===== src/sdd_pkg.sv =====
`timescale 1ns / 1ps
package sdd_pkg;

  // configuration register indexes
  typedef enum logic [2:0] {
    REG_DELAY     = 3'd0,
    REG_FEEDBACK  = 3'd1,
    REG_MIX       = 3'd2,
    REG_THRESHOLD = 3'd3,
    REG_SLOPE     = 3'd4,
    REG_ATTACK    = 3'd5,
    REG_RELEASE   = 3'd6
  } cfg_reg_t;

  localparam int CFG_AW  = 3;
  localparam int CFG_DW  = 17;
  localparam int DELAY_W = 17;
  localparam int GAIN_W  = 17;   // Q1.16 gains below 2.0, shared multiplier B operand
  localparam int COEF_W  = 16;
  localparam int THR_W   = 13;
  localparam int LOG_W   = 16;

  localparam int ROUND_HALF = 32768;
  localparam int UNITY_GAIN = 65536;

  localparam logic [DELAY_W-1:0] RST_DELAY     = 17'd22050;
  localparam logic [COEF_W-1:0]  RST_FEEDBACK  = 16'd19661;
  localparam logic [GAIN_W-1:0]  RST_MIX       = 17'd32768;
  localparam logic [THR_W-1:0]   RST_THRESHOLD = -13'sd850;
  localparam logic [COEF_W-1:0]  RST_SLOPE     = 16'd49152;
  localparam logic [COEF_W-1:0]  RST_ATTACK    = 16'd65387;
  localparam logic [COEF_W-1:0]  RST_RELEASE   = 16'd65521;

  typedef enum logic [14:0] {
    S_IDLE = 15'b000000000000001,
    S_RED  = 15'b000000000000010,
    S_WR   = 15'b000000000000100,
    S_RD   = 15'b000000000001000,
    S_E1   = 15'b000000000010000,
    S_E2   = 15'b000000000100000,
    S_E3   = 15'b000000001000000,
    S_G1   = 15'b000000010000000,
    S_G2   = 15'b000000100000000,
    S_G3   = 15'b000001000000000,
    S_W1   = 15'b000010000000000,
    S_W2   = 15'b000100000000000,
    S_W3   = 15'b001000000000000,
    S_W4   = 15'b010000000000000,
    S_DONE = 15'b100000000000000
  } state_t;

endpackage


===== src/sdd_mul.sv =====
`timescale 1ns / 1ps
module sdd_mul
  import sdd_pkg::*;
#(
  parameter int A_W = 17
) (
  input  logic                      clk,
  input  logic signed [A_W-1:0]     a,
  input  logic        [GAIN_W-1:0]  b,
  output logic signed [A_W+GAIN_W:0] p
);

  logic signed [A_W+GAIN_W:0] p_r;

  always_ff @(posedge clk) begin
    p_r <= a * $signed({1'b0, b});
  end

  assign p = p_r;

endmodule


===== config.mk =====
export PLATFORM = sky130hd
export DESIGN_NAME = sdd_mul
export DESIGN_NICKNAME = d
export VERILOG_FILES = /design/src/sdd_pkg.sv /design/src/sdd_mul.sv
export SDC_FILE = /design/constraint.sdc
export NUM_CORES = 1
export LEC_CHECK = 0
export ABC_AREA = 1
export BUFFER_PORTS_ARGS = -buffer_cell sky130_fd_sc_hd__buf_2
export CORE_AREA = 4 4 187 189
export DETAILED_ROUTE_END_ITERATION = 6
export DIE_AREA = 0 0 191 193
export MAX_ROUTING_LAYER = met4
export PLACE_DENSITY_LB_ADDON = 0.25
export SKIP_LAST_GASP = 1
export SLEW_MARGIN = 20
export SYNTH_ARGS = -nofsm -noshare
export SYNTH_HDL_FRONTEND = slang
export SYNTH_SLANG_ARGS = --single-unit
export TNS_END_PERCENT = 5

===== constraint.sdc =====
create_clock -name clk -period 7.35 [get_ports clk]
set_input_delay 1.1025 -clock clk [delete_from_list [all_inputs] [get_ports clk]]
set_output_delay 1.1025 -clock clk [all_outputs]
set_load 0.01 [all_outputs]

---- Word-level counts from Yosys, hierarchy flattened ----
Cells that the tools add are included.
operators by class
  add/sub/neg operators ................... 0
  bitwise operators ....................... 0
  equal/unequal tests ..................... 0
  shift-type cells ........................ 0
  div/mod/pow operators ................... 0
  muxes and demuxes ....................... 0
  reduce and logical (&&, ||, !) cells .... 0
  order comparisons ....................... 0
  $mul .................................... 1
operators by type and width
  operator                      count
  multiplier 17 x 18 -> 35 bit  1
word-level totals
  output and inout bits ................... 35
  bits in read-only memories .............. 0
  logic and storage cells ................. 2
  memories ................................ 0
  bits in latches ......................... 0
  bits of input ports ..................... 35
  register bits ........................... 35
  RAM bits ................................ 0

---- Logic depth before layout (Yosys ltp) ----
  depth after elaboration ................. 1
  gate-level depth with buffers ........... 27
  depth with buffers taken out ............ 25

---- Worst setup path after synthesis ----
No wires, ideal clock.
  kind .................................... input -> register
  start point ............................. input b[7]
  end point ............................... register p_r[34], in the netlist p[34]
  arrival ................................. 5.851 ns
  slack ................................... 1.387 ns
  path buffers ............................ 2
  data required time ...................... 7.238 ns
  stages on the path ...................... 25
  setup time .............................. 0.112 ns
  path through ............................ clkbuf_1 -> clkbuf_1 -> nand2_1 -> fa_1 -> inv_1 -> fa_1 -> inv_1 -> fa_1 -> inv_1 -> fa_1 -> fa_1 -> inv_1 -> fa_1 -> inv_1 -> ha_1 -> nand2_1 -> inv_1 -> nand2_1 -> inv_1 -> a21oi_1 -> nand2_2 -> nand2_1 -> nand2_1 -> nand2_1 -> nand2_1
on the way
  word-level cells in the longest chain between the ends .. 1
ends and longest elaborated chain
  element                       RTL line       source
  from (decl)                   sdd_mul.sv:9   input logic [GAIN_W-1:0] b,
  multiplier 17 x 18 -> 35 bit  sdd_mul.sv:16  p_r <= a * $signed({1'b0, b});
  to (signal assigned)          sdd_mul.sv:16
  to (decl)                     sdd_mul.sv:13  logic signed [A_W+GAIN_W:0] p_r;
Every way passes these cells.

---- Final worst setup path ----
  start point ............................. input a[16]
  end point ............................... register p_r[20], in the netlist p[20]
on the way
  word-level cells in the longest chain between the ends .. 1
ends and longest elaborated chain
  element                       RTL line       source
  from (decl)                   sdd_mul.sv:8   input logic signed [A_W-1:0] a,
  multiplier 17 x 18 -> 35 bit  sdd_mul.sv:16
Every way passes these cells.

==> impl_metrics.ini <==
[layout]
final_layout_size_suffix_gt1_share_pct = 6.88
diodes = 0
area_growth_pct = 6.86
largest_register_ffs = 35
nNetsFinal = 1984
finish.utilization_pct = 37.2

[logic_synthesis]
synth_cell_types = 22
syn-mean-instance-area_um2 = 7.30
synth.top_cell.area_share_pct = 38.7
synthTopCellsByCount = inv_1, nand2_1, fa_1, ha_1, clkbuf_1
synth_xor_area_share_pct = 1.29
synth_seq_cells = 35
synthAdderAreaFrac_pct = 52.5
yosys.area_share.simple_pct = 20.4
seq_area_frac_synth_pct = 6.05
syn_inst = 1588
syn-num-nets = 1975
async_reset_ff_share_pct = 0
synth_edf_count = 0
yosysMostFrequentCell = inv_1
synth_compound_area_share_pct = 1.10
synth_warnings = 0
synth_flop_cell = dfxtp_1
yosys-top-cells-area = fa_1, inv_1, nand2_1
synth_top_family_by_area = adder cells
netlist_area_um2 = 11600
synth.largest_area_cell = fa_1
synth_mux_area_share_pct = 0

[setup_path]
path_cells = buf_2 -> inv_1 -> or2_2 -> fa_1 -> fa_1 -> inv_1 -> fa_1 -> fa_1 -> fa_1 -> inv_1 -> fa_1 -> inv_1 -> ha_1 -> nand2_1 -> nor2_1 -> nand2_1 -> a21oi_1 -> nor2_1 -> nand2_1 -> nand2_1
cp-end-kind = flip-flop
crit_start = a[16]
cp.arrival_ns = 6.17
crit_top_cell = fa_1
cp.required_ns = 7.52
crit_path_start_kind = primary input
critical-path-top-delay-family = adder cells
cp_slowest_cell = fa_1
critPathBufInv = 5
critical_path_class = primary input to flip-flop
critPathMaxStageDelay_ns = 0.49
path_max_fanout = 18

[routing]
drt_iter0_markers = 395
drtAntennaViolNets = 0
routedWlPerCell_um = 14.2
drc_errors = 0
viasPerCell = 4.42
routed_wl_um = 29100
drtPass1Iterations = 5
vias = 9040

[die]
ios = 70
row_count = 67
die-height_um = 193
start_util_pct = 34.8
die_w_um = 191
core_um2 = 33300
die_area_um2 = 36900

[cts]
post_cts_resized = 0
cts_max_level = 2
hold_buffers = 0
cts_buffer_depth = 2
clk_pin_slew_worst_paths_ns = 0.06
cts_setup_buffers = 0
cts_tree = done
cts_sinks = 35
root_buffer = clkbuf_16
numCtsBuffers = 5

[sta]
fin_crit_sh_pct = 81.6
hold_violations = 0
slew_headroom_pct = 56.3
setup_viol = 0
fin_tns_setup_ns = 0
slew_viol_final = 0
timing.fmax_ghz = 0.167
rsz0062_at_grt = false
worst_slew_pin_slew_ns = 0.655
min_period_ns = 6.00

[global_route]
grt_pass1_vias = 9498
grt_max_degree = 19
grt_pass1_wl_um = 48300
overflow = 0
track_usage_pct = 17.0
grt_antenna_before_repair = 0

[worst_hold_path]
whs_path_depth = 3
min_to = p[0]$_DFF_P_
min_path_type = primary input to flip-flop
hold_start = a[0]

[placed_design]
gp_congestion = 0.892
hpwl_um = 24300
io_buffers = 69

[job]
cap_violations = 0

[run_status]
status = completed
==> layout make-up <==
type | count | area [um2]
inverters | 508 | 1910
well taps | 448 | 561
clock inverters | 3 | 15.0
repair buffers | 69 | 345
fillers | 3560 | 20900
multi-input cells | 978 | 8730
flip-flops and latches | 35 | 701
clock buffers | 5 | 125
==> worst max path at each step <==
stage | depth (start not counted) | slack (ns) | end
CTS | 19 | 1.35 | p[28]$_DFF_P_
finish | 20 | 1.35 | p[20]$_DFF_P_
floorplan | 25 | 1.39 | p[34]$_DFF_P_
global route | 20 | 1.0 | p[20]$_DFF_P_
global placement | 20 | 1.08 | p[28]$_DFF_P_
detailed placement | 19 | 1.06 | p[28]$_DFF_P_
==> layer usage <==
metal	up-vias	part of all wire (%)	global-route usage, %
li1	4417	-	-
met1	4410	43	21.4
met2	184	51	30.0
met3	29	4.2	1.94
met4	0	1.5	2.98
met5	-	0	-
==> cells in the final DEF, fill, tap and decap left out, drive strengths merged <==
| cell | instances |
|---|---|
| or2 | 9 |
| a21oi | 21 |
| ha | 128 |
| xnor2 | 3 |
| clkinv | 3 |
| nor2 | 47 |
| nand4 | 5 |
| xor2 | 14 |
| nand2 | 491 |
| nand3 | 29 |
| a21o | 1 |
| o21bai | 2 |
| buf | 69 |
| fa | 224 |
| clkbuf | 5 |
| nand3b | 1 |
| nor3 | 2 |
| inv | 508 |
| dfxtp | 35 |
| and2 | 1 |
==> tightest hold or removal path, cell delays in order <==
cell	delay, ns
buf_2	0.22
nand2_1	0.11
inv_1	0.04
==> kinds of logic (layout without fill, tap and decap cells) <==
| family | after synthesis | in the layout |
|---|---|---|
| compound gates | 24 | 24 |
| xor+xnor | 17 | 17 |
| fa+ha+maj | 352 | 352 |
| buf+inv | 575 | 585 |
| flops | 35 | 35 |
| simple gates | 585 | 585 |
==> through the flow <==
stage	instances	cell area (um2)	hold slack (ns)	setup slack, ns
floorplan	1588	11600	1.39	1.39
global route	2046	12400	1.26	1.00
finish	2046	12400	1.23	1.35
CTS	2046	12400	1.23	1.35
global placement	2038	12200	1.50	1.08
detailed placement	2038	12200	1.50	1.06
Power is left out: the tool's default activity adds up to more than one toggle a clock period on the data nets, which glitch-free logic cannot reach.
